==> src/design/s3ls_pkg.sv <==
// shared types, constants and the divider step for the 3x3 solver
// no dependencies
`default_nettype none

package s3ls_pkg;

	localparam int unsigned ElemW  = 16;
	localparam int unsigned CofW   = 33;
	localparam int unsigned WideW  = 49;
	localparam int unsigned MagW   = 48;
	localparam int unsigned SolW   = 32;
	localparam int unsigned QBits  = 32;
	localparam int unsigned Lanes  = 3;
	localparam int unsigned FifoDepth = 4;
	localparam int unsigned FifoAw = $clog2(FifoDepth);

	localparam logic [SolW-1:0] SolPosMax = {1'b0, {(SolW-1){1'b1}}};
	localparam logic [SolW-1:0] SolNegMag = {1'b1, {(SolW-1){1'b0}}};

	// one system after the front end: determinant and adjugate-times-rhs
	typedef struct packed {
		logic signed [WideW-1:0] det;
		logic signed [WideW-1:0] num0;
		logic signed [WideW-1:0] num1;
		logic signed [WideW-1:0] num2;
	} sys_t;

	typedef struct packed {
		logic qbit;
		logic [MagW-1:0] rem;
	} step_t;

	// one restoring division step
	function automatic step_t div_step(input logic [MagW-1:0] r, input logic [MagW-1:0] d,
			input logic b);
		logic [MagW:0] t;
		step_t res;
		t = {r, b};
		if (t >= {1'b0, d}) begin
			res.qbit = 1'b1;
			res.rem  = MagW'(t - {1'b0, d});
		end else begin
			res.qbit = 1'b0;
			res.rem  = t[MagW-1:0];
		end
		return res;
	endfunction

endpackage

`default_nettype wire

==> src/design/s3ls_fifo.sv <==
// short queue between the cofactor front end and the divider back end
// uses s3ls_pkg
`default_nettype none

module s3ls_fifo import s3ls_pkg::*; (
	input  wire logic clk,
	input  wire logic arst_n,
	input  wire logic push,
	input  sys_t      push_data,
	output logic      full,
	input  wire logic pop,
	output sys_t      pop_data,
	output logic      empty
);

	sys_t mem_q [FifoDepth];
	logic [FifoAw-1:0] wr_q, rd_q;
	logic [FifoAw:0] cnt_q;

	assign full     = (cnt_q == (FifoAw+1)'(FifoDepth));
	assign empty    = (cnt_q == '0);
	assign pop_data = mem_q[rd_q];

	always_ff @(posedge clk or negedge arst_n) begin
		if (!arst_n) begin
			wr_q  <= '0;
			rd_q  <= '0;
			cnt_q <= '0;
		end else begin
			if (push) wr_q <= wr_q + 1'b1;
			if (pop) rd_q <= rd_q + 1'b1;
			if (push && !pop) cnt_q <= cnt_q + 1'b1;
			else if (pop && !push) cnt_q <= cnt_q - 1'b1;
		end
	end

	always_ff @(posedge clk) begin
		if (push) mem_q[wr_q] <= push_data;
	end

endmodule

`default_nettype wire

==> config.mk <==
export PLATFORM = sky130hd
export DESIGN_NAME = s3ls_fifo
export DESIGN_NICKNAME = d
export VERILOG_FILES = /design/src/design/s3ls_pkg.sv /design/src/design/s3ls_fifo.sv
export SDC_FILE = /design/constraint.sdc
export NUM_CORES = 1
export LEC_CHECK = 0
export ABC_AREA = 0
export BUFFER_PORTS_ARGS = -buffer_cell sky130_fd_sc_hd__buf_4
export CAP_MARGIN = 15
export CORE_MARGIN = 5
export CORE_UTILIZATION = 30
export CTS_BUF_LIST = sky130_fd_sc_hd__clkbuf_4 sky130_fd_sc_hd__clkbuf_8
export DETAILED_ROUTE_END_ITERATION = 8
export GPL_TIMING_DRIVEN = 0
export PLACE_DENSITY_LB_ADDON = 0.08
export RECOVER_POWER = 50
export SYNTH_ARGS = -nofsm -noshare
export SYNTH_HDL_FRONTEND = slang
export SYNTH_SLANG_ARGS = --single-unit
export TNS_END_PERCENT = 20
==> constraint.sdc <==
create_clock -name clk -period 6.9 [get_ports clk]
set_clock_uncertainty 0.1 [all_clocks]
set_input_delay 1.38 -clock clk [delete_from_list [all_inputs] [get_ports clk]]
set_output_delay 1.38 -clock clk [all_outputs]
set_load 0.02 [all_outputs]
==> impl_metrics.json, run 1 <==
{
  "outcome": "finished, violations left",
  "violations": "max-capacitance violations, max-slew violations",
  "place_congestion": 0.654,
  "synth_commonest_cells": "784 x edfxtp_1, 196 x mux4_2, 23 x buf_2, 15 x buf_6, 7 x dfrtp_1",
  "min-delay-start": "cnt_q[2]",
  "drt_wl_total_um": 69100,
  "totalPowerFinal_uw": 16400,
  "dieArea_um2": 102000,
  "track_usage": 0.135,
  "die_height_um": 319,
  "setup_viol": 0,
  "clkPwrFrac": 0.260,
  "io_buffers": 397,
  "slew_headroom": -1.29,
  "synth-edff-count": 784,
  "crit_buf_inv": 4,
  "dpl_cell_area_um2": 33700,
  "area_growth_pct": 24.7,
  "drv_cap": 4,
  "rsz0062_at_grt": "no",
  "place_ws_ps": 3400,
  "synth_warnings": 0,
  "clkLatencyLatePin_ps": 760,
  "hold_path_class": "reg -> reg",
  "finish.utilization": 0.377,
  "clk_path_buf_depth": 3,
  "syn-cell-area_um2": 28700,
  "cts_tree": "done",
  "post-route-period-util": 0.732,
  "cts-root-buf": "clkbuf_8",
  "cp-start-kind": "flip-flop",
  "syn_avg_cell_area_um2": 27.1,
  "worstSetupPathType": "reg -> out",
  "ys_seq_area_frac": 0.828,
  "synth_cell_types": 18,
  "critPathTopFamily": "buffers and inverters",
  "synthFlopType": "edfxtp_1",
  "cp.required_ps": 5420,
  "detail-route-antenna-nets": 0,
  "crit_start": "rd_q[0]",
  "arrival_ps": 3570,
  "synth_most_common_cell": "edfxtp_1",
  "die_w_um": 319,
  "viasPerCell": 4.44,
  "finalWorstSetupSlack_ps": 1850,
  "async_flop_share": 0.00885,
  "grt_pass1_wl_um": 101000,
  "syn_nets": 1264,
  "ir_worst_vdd_mv": 0.198,
  "cpPeakStageDelay_ps": 780,
  "vias": 13300,
  "numCtsBuffers": 144,
  "ctsResizeCount": 0,
  "slew_viol_final": 98,
  "p_int_uw": 11100,
  "p_per_area_nw_per_um2": 459,
  "timing.rr.start": "wr_q[1]",
  "rows": 113,
  "final_layout_size_suffix_gt1_frac": 0.387,
  "comb_power_share": 0.347,
  "clkTransAtPathRegs_ps": 60,
  "r2r_end": "mem_q[1][105]",
  "drc_errors": 0,
  "leakagePower_uw": 0.0117,
  "switching_share": 0.320,
  "fmax_ghz": 0.198,
  "firstDrtPassIters": 6,
  "final_nets": 1825,
  "cp_slowest_cell": "clkbuf_1",
  "hold_depth": 1,
  "p_sw_uw": 5250,
  "hold_violations": 0,
  "grt_max_degree": 49,
  "regArea_um2": 23700,
  "first_iter_violations": 757,
  "worstPathCellList": "buf_6, clkbuf_1, clkbuf_1, mux4_2, buf_4",
  "ios": 398,
  "start_util": 0.302,
  "post_drt_wl_per_cell_um": 23.1,
  "core-area_um2": 94900,
  "clkSinkCount": 791,
  "synth_cells": 1058,
  "yosys.area.top_type": "edfxtp_1",
  "hold_end": "cnt_q[2]",
  "design_area_um2": 35700,
  "cts_setup_buffers": 0,
  "ctsHtreeMaxLevel": 4,
  "cp-end-kind": "output pin",
  "path_common_cell": "clkbuf_1",
  "min_period_ps": 5050,
  "antenna_found_initial": 17,
  "grt_pass1_vias": 14700,
  "multiInputGateArea_um2": 4610,
  "worst_slew_pin_slew_ps": 3430,
  "post-dp-hpwl_um": 43800,
  "reg2reg_slack_ps": 2710,
  "ctsHoldBuffers": 0,
  "grt.overflow.total": 0,
  "fill_cells": 8803,
  "synth_seq_cells": 791,
  "r2r_cells": 5,
  "finalSetupTns_ps": 0,
  "p_seq_frac": 0.393,
  "cp_max_fo": 10,
  "synthTopCellsByArea": "edfxtp_1 82%, mux4_2 15%, dfrtp_1 0.61%",
  "synth_top_area_frac": 0.822
}
[kinds of logic after synthesis]
group	count (synthesis)	share of synthesized area
AND/OR/NAND/NOR	9	0.00170
AO/OA/AOI/OAI	1	0.000174
buffers and inverters	48	0.0112
XOR/XNOR	6	0.00183
flip-flops	791	0.828
adder cells (fa/ha/maj)	6	0.00288
multiplexers	197	0.154
[cells in the final DEF (no fill, tap or decap), drive strengths merged, types with 2 or more instances in the layout]
master	synthesis	layout
edfxtp	784	784
clkbuf	6	405
buf	38	253
mux4	196	196
clkinv	0	34
diode	0	14
dfrtp	7	7
inv	4	7
ha	5	5
and2	4	4
xor2	4	4
bufinv	0	4
xnor2	2	2
nand2	2	2
clkinvlp	0	2
[area by class of cell]
cell class,count,share of cell area
Tap cell,1265,0.0443
Sequential cell,791,0.664
Inverter,4,0.000420
Buffer,44,0.00816
Antenna cell,14,0.000981
Timing Repair Buffer,415,0.0763
Multi-Input combinational cell,219,0.129
Clock buffer,199,0.0686
Clock inverter,43,0.00826
[stage by stage]
step / hold WS (ps) / instances
detailed placement: 380 / 2738
finish: 384 / 2994
global route: 369 / 2985
CTS: 193 / 2980
global placement: 374 / 2720
floorplan: 356 / 1058
[registers in the layout, summed over array words and instances, names as in the netlist]
register	count
cnt_q	3
mem_q	784
rd_q	2
wr_q	2
[how the worst max path moves through the flow]
stage	depth (start not counted)	slack (ps)	endpoint
floorplan	1	390	mem_q[1][0]
CTS	5	2490	pop_data[107]
finish	5	1850	pop_data[181]
detailed placement	5	3400	pop_data[107]
global route	5	1400	pop_data[181]
global placement	2	-4830	mem_q[2][94]
[metal layers]
layer | vias to the layer above | share of wire | wire (um) | track usage
li1 | 5780 | - | - | -
met1 | 6963 | 0.39 | 26700 | 0.157
met2 | 400 | 0.49 | 34200 | 0.223
met3 | 138 | 0.096 | 6640 | 0.0639
met4 | 18 | 0.022 | 1510 | 0.0429
met5 | - | 0.0016 | 114 | 0
[power groups by stage]
stage / combinational [uW] / sequential, uW / clock (uW)
final: 5680 / 6440 / 4260
after global routing: 6110 / 6510 / 4690
after CTS: 6000 / 6450 / 4460
after detailed placement: 5980 / 6540 / 0
after global placement: 5810 / 6950 / 0
after floorplan: 3350 / 6680 / 0
[worst reg2reg max path, delay by kind of cell, from the launching register on]
kind                       cells  cell delay (ps)
buffers and inverters          3              720
DFF                            1              400
and+or+nand+nor                1             2450
adders and majority gates      1              150
Note: power is estimated with default switching activity, not from simulation.
==> run 2, diff against run 1 <==
- clock period: 6.9 -> 4.75 ns (I/O delays scaled with it)
==> impl_metrics.json, run 2 (synthesized netlist as in run 1, its figures left out) <==
{
  "outcome": "finished, violations left",
  "violations": "max-capacitance violations, max-slew violations",
  "ir_worst_vdd_mv": 0.273,
  "fmax_ghz": 0.250,
  "post_drt_wl_per_cell_um": 23.3,
  "hold_depth": 2,
  "ctsHoldBuffers": 1,
  "rsz0062_at_grt": "no",
  "io_buffers": 397,
  "clkTransAtPathRegs_ps": 60,
  "dp.cells": 2738,
  "ctsHtreeMaxLevel": 4,
  "dieArea_um2": 102000,
  "grt_max_degree": 50,
  "die_height_um": 319,
  "clkLatencyLatePin_ps": 790,
  "grt_pass1_vias": 14900,
  "final_layout_size_suffix_gt1_frac": 0.382,
  "min_period_ps": 4000,
  "final_cell_mix": "784 x edfxtp_1, 204 x clkbuf_1, 199 x buf_4, 196 x mux4_2, 150 x clkbuf_8",
  "place_congestion": 0.648,
  "r2r_end": "mem_q[0][101]",
  "fill_cells": 8817,
  "r2r_cells": 6,
  "grt_pass1_wl_um": 103000,
  "finalSetupTns_ps": 0,
  "final_nets": 1826,
  "cts_tree": "done",
  "firstDrtPassIters": 4,
  "cts_setup_buffers": 0,
  "arrival_ps": 4330,
  "reg.largest.list": "mem_q: 784 flops, cnt_q: 3 flops",
  "post-route-period-util": 0.842,
  "clk_path_buf_depth": 3,
  "final_cell_count_no_fill": 3004,
  "grt.overflow.total": 0,
  "ctsResizeCount": 0,
  "core-area_um2": 94900,
  "reg2reg_slack_ps": 750,
  "clkSinkCount": 791,
  "area_growth_pct": 24.5,
  "p_per_area_nw_per_um2": 664,
  "cp-start-kind": "flip-flop",
  "setup_viol": 0,
  "worst_slew_pin_slew_ps": 2700,
  "final_common_cell": "edfxtp_1",
  "worstSetupPathType": "reg -> reg",
  "largest_register": "mem_q",
  "crit_start": "wr_q[0]",
  "start_util": 0.302,
  "post-dp-hpwl_um": 44100,
  "cp.required_ps": 5090,
  "leakagePower_uw": 0.0116,
  "cts-root-buf": "clkbuf_8",
  "ios": 398,
  "drv_cap": 4,
  "hold_violations": 0,
  "slew_viol_final": 110,
  "drt_wl_total_um": 70000,
  "min-delay-start": "pop",
  "viasPerCell": 4.41,
  "drc_errors": 0,
  "track_usage": 0.138,
  "slew_headroom": -0.802,
  "detail-route-antenna-nets": 0,
  "first_iter_violations": 628,
  "vias": 13300,
  "antenna_found_initial": 20,
  "numCtsBuffers": 144,
  "cp-end-kind": "flip-flop",
  "hold_path_class": "in -> reg",
  "rows": 113,
  "die_w_um": 319,
  "cp_max_fo": 47,
  "timing.rr.start": "wr_q[0]",
  "hold_end": "rd_q[0]",
  "largest_reg_flops": 784
}
-- run 2: layout make-up --
cell class	instances	area, um^2	share of cell area
Tap cell	1265	1580	0.0444
Multi-Input combinational cell	219	4610	0.129
Inverter	4	15.0	0.000421
Sequential cell	791	23700	0.665
Timing Repair Buffer	416	2710	0.0759
Clock inverter	70	379	0.0106
Buffer	44	307	0.00860
Clock buffer	183	2310	0.0648
Antenna cell	12	30.0	0.000842
-- run 2: power by group --
group / total (uW) / internal (uW) / switching, uW / leakage [uW]
Clock: 6040 / 3290 / 2750 / 0.00142
Sequential: 9360 / 9120 / 235 / 0.00728
Combinational: 8270 / 3530 / 4740 / 0.00293
Total: 23700 / 15900 / 7720 / 0.0116
-- run 2: critical path, cell delays in order (launching register included) --
cell     delay (ps)
dfrtp_1         420
inv_1           100
ha_1            140
and2_0         1960
buf_12          300
buf_16          280
buf_16          310
-- run 2: worst max path at each step --
stage	to	slack [ps]
after floorplan	mem_q[0][0]	-1300
after global placement	mem_q[0][100]	-6590
after detailed placement	mem_q[2][100]	1560
after CTS	pop_data[135]	690
after global routing	mem_q[0][99]	430
final	mem_q[0][101]	750
-- run 2: through the flow --
| stage | area [um^2] | hold slack, ps | util | power [uW] | setup slack [ps] |
|---|---|---|---|---|---|
| after floorplan | 28700 | 356 | - | 14500 | -1300 |
| after global placement | 33200 | 383 | 0.350 | 18300 | -6590 |
| after detailed placement | 33700 | 380 | 0.355 | 18200 | 1560 |
| after CTS | 36400 | 122 | 0.384 | 24400 | 685 |
| after global routing | 35600 | 147 | 0.376 | 25000 | 431 |
| final | 35700 | 256 | 0.376 | 23700 | 752 |
-- run 2: routing by layer --
layer | GRT usage | vias up | wire, um
met5 | 0 | - | 95
met4 | 0.0458 | 16 | 1570
met3 | 0.0597 | 136 | 5840
met2 | 0.228 | 384 | 34700
met1 | 0.164 | 6941 | 27800
li1 | - | 5785 | -
==> run 3, diff against run 2 <==
- ABC_AREA: 0 -> 1
- clock period: 4.75 -> 3.7 ns (I/O delays scaled with it)
==> impl_metrics.json, run 3 <==
{
  "cts_tree": "done",
  "reg.largest.list": "mem_q: 784 flops, cnt_q: 3 flops",
  "async_flop_share": 0.00885,
  "ys_seq_area_frac": 0.760,
  "outcome": "finished, violations left",
  "area_growth_pct": 29.9,
  "cp-start-kind": "flip-flop",
  "drv_cap": 1,
  "switching_share": 0.393,
  "fmax_ghz": 0.287,
  "rsz0062_at_grt": "yes",
  "worst_slew_pin_slew_ps": 1550,
  "final_layout_size_suffix_gt1_frac": 0.174,
  "syn_avg_cell_area_um2": 13.4,
  "comb_power_share": 0.417,
  "slew_viol_final": 21,
  "hold_end": "wr_q[0]",
  "vias": 20400,
  "numCtsBuffers": 146,
  "hold_depth": 3,
  "totalPowerFinal_uw": 34200,
  "p_sw_uw": 13500,
  "syn_nets": 2540,
  "synth_warnings": 0,
  "track_usage": 0.166,
  "syn-cell-area_um2": 31200,
  "clkLatencyLatePin_ps": 770,
  "hold_path_class": "in -> reg",
  "ctsHtreeMaxLevel": 4,
  "synth-edff-count": 784,
  "slew_headroom": -0.0364,
  "p_seq_frac": 0.352,
  "violations": "max-capacitance violations, max-slew violations",
  "worstSetupPathType": "reg -> out",
  "cp_slowest_cell": "clkbuf_1",
  "synthTopCellsByArea": "edfxtp_1 75%, o211ai_1 9.4%, nand2_1 7.2%",
  "viasPerCell": 4.44,
  "reg2reg_slack_ps": 480,
  "detail-route-antenna-nets": 0,
  "synth_cells": 2334,
  "cts-root-buf": "clkbuf_8",
  "clk_path_buf_depth": 3,
  "post-route-period-util": 0.941,
  "clkTransAtPathRegs_ps": 50,
  "leakagePower_uw": 0.0157,
  "fill_cells": 10100,
  "cp-end-kind": "output pin",
  "start_util": 0.302,
  "min-delay-start": "push",
  "die_w_um": 333,
  "dpl_cell_area_um2": 36600,
  "final_cell_mix": "784 x edfxtp_1, 597 x nand2_1, 399 x inv_1, 392 x o211ai_1, 223 x clkbuf_1",
  "ir_worst_vdd_mv": 0.450,
  "critPathTopFamily": "buffers and inverters",
  "design_area_um2": 40500,
  "largest_reg_flops": 784,
  "p_per_area_nw_per_um2": 845,
  "antenna_found_initial": 14,
  "final_nets": 3312,
  "post_drt_wl_per_cell_um": 20.3,
  "cts_setup_buffers": 0,
  "clkPwrFrac": 0.231,
  "drt_wl_total_um": 93100,
  "final_common_cell": "edfxtp_1",
  "hold_violations": 0,
  "yosys.area.top_type": "edfxtp_1",
  "grt.overflow.total": 0,
  "setup_viol": 0,
  "place_congestion": 0.715,
  "core-area_um2": 103000,
  "finish.utilization": 0.392,
  "drc_errors": 0,
  "post-dp-hpwl_um": 60800,
  "firstDrtPassIters": 5,
  "synthFlopType": "edfxtp_1",
  "crit_buf_inv": 3,
  "p_int_uw": 20800,
  "final_cell_count_no_fill": 4598,
  "r2r_end": "mem_q[3][108]",
  "largest_register": "mem_q",
  "rows": 118,
  "min_period_ps": 3480,
  "path_common_cell": "nand2_1",
  "synth_commonest_cells": "784 x edfxtp_1, 601 x nand2_1, 403 x inv_1, 392 x o211ai_1, 98 x buf_2",
  "synth_most_common_cell": "edfxtp_1",
  "io_buffers": 397,
  "timing.rr.start": "wr_q[0]",
  "synth_seq_cells": 791,
  "worstPathCellList": "buf_2, clkbuf_1, nand2_1, o211ai_1, nand2_1, buf_4",
  "r2r_cells": 7,
  "dieArea_um2": 111000,
  "clkSinkCount": 791,
  "grt_pass1_wl_um": 138000,
  "grt_pass1_vias": 21300,
  "ios": 398,
  "cp_max_fo": 10,
  "synth_cell_types": 18,
  "arrival_ps": 2640,
  "cp.required_ps": 2860,
  "synth_top_area_frac": 0.755,
  "grt_max_degree": 32,
  "cpPeakStageDelay_ps": 550,
  "die_height_um": 333,
  "first_iter_violations": 1061,
  "dp.cells": 4140
}
==> run 3: cell count changes after synthesis, moves of 3 or more <==
cell      previous run  this run
and2_1               4         0
buf_1                0         4
buf_2               23        98
buf_4                0         3
buf_6               15         0
clkbuf_1             6        26
inv_1                4       403
mux4_2             196         0
nand2_1              2       601
o211ai_1             0       392
==> run 3: timing repair <==
item	4_1_cts	5_1_grt
hold buffers	198	0
resized for setup	3	6
endpoints found under the hold margin	792	0
endpoints found under the setup margin	3	10
==> run 3: worst max-delay path by stage <==
| stage | start | endpoint | cells past startpoint |
|---|---|---|---|
| after CTS | rd_q[1] | pop_data[144] | 7 |
| after global placement | push | mem_q[3][104] | 4 |
| after global routing | rd_q[0] | pop_data[131] | 7 |
| after detailed placement | push | mem_q[0][106] | 7 |
| final | rd_q[0] | pop_data[35] | 6 |
| after floorplan | push | mem_q[0][0] | 3 |
==> run 3: cell type report <==
cell class,count,area [um^2],share of cell area
Buffer,131,666,0.0164
Antenna cell,11,27.5,0.000679
Multi-Input combinational cell,1008,5370,0.133
Timing Repair Buffer,624,4750,0.117
Clock buffer,204,2480,0.0611
Clock inverter,45,251,0.00621
Inverter,404,1530,0.0377
Tap cell,1380,1730,0.0426
Sequential cell,791,23700,0.585
==> run 3: per-stage QoR <==
step | hold slack, ps | setup WS, ps | setup TNS [ps]
floorplan | 344 | -647 | -507050
global placement | 387 | -4310 | -3311780
detailed placement | 411 | 752 | 0
CTS | 103 | 0.662 | 0
global route | 187 | -8.11 | -14.7
finish | 257 | 218 | 0
==> run 3: power by group through the flow <==
stage	Sequential (uW)	Clock, uW	Combinational (uW)
2_1_floorplan	12400	0	7580
3_3_place_gp	12700	0	14300
4_1_cts	12000	8240	14900
3_5_place_dp	12200	0	14700
6_report	12000	7910	14300
5_1_grt	12200	8620	15600
==> run 3: cell families after synthesis <==
logic type,after synthesis,synth area share
flops,791,0.760
compound gates,393,0.0945
buf+inv,535,0.0686
fa+ha+maj,6,0.00265
xor+xnor,4,0.00112
simple gates,605,0.0730
==> run 3: routing by layer <==
metal	vias to the layer above	global-route usage	wire length (um)
met2	517	0.274	44300
met3	168	0.0470	6050
met1	10000	0.212	40300
met4	8	0.0547	2400
li1	9733	-	-
met5	-	0	47
==> run 3: worst register-to-register path: stages, from the launching register on <==
cell	delay (ps)
dfrtp_1	420
ha_1	250
nand2_4	70
clkinvlp_2	640
clkbuf_2	690
buf_12	360
buf_12	180
buf_12	230
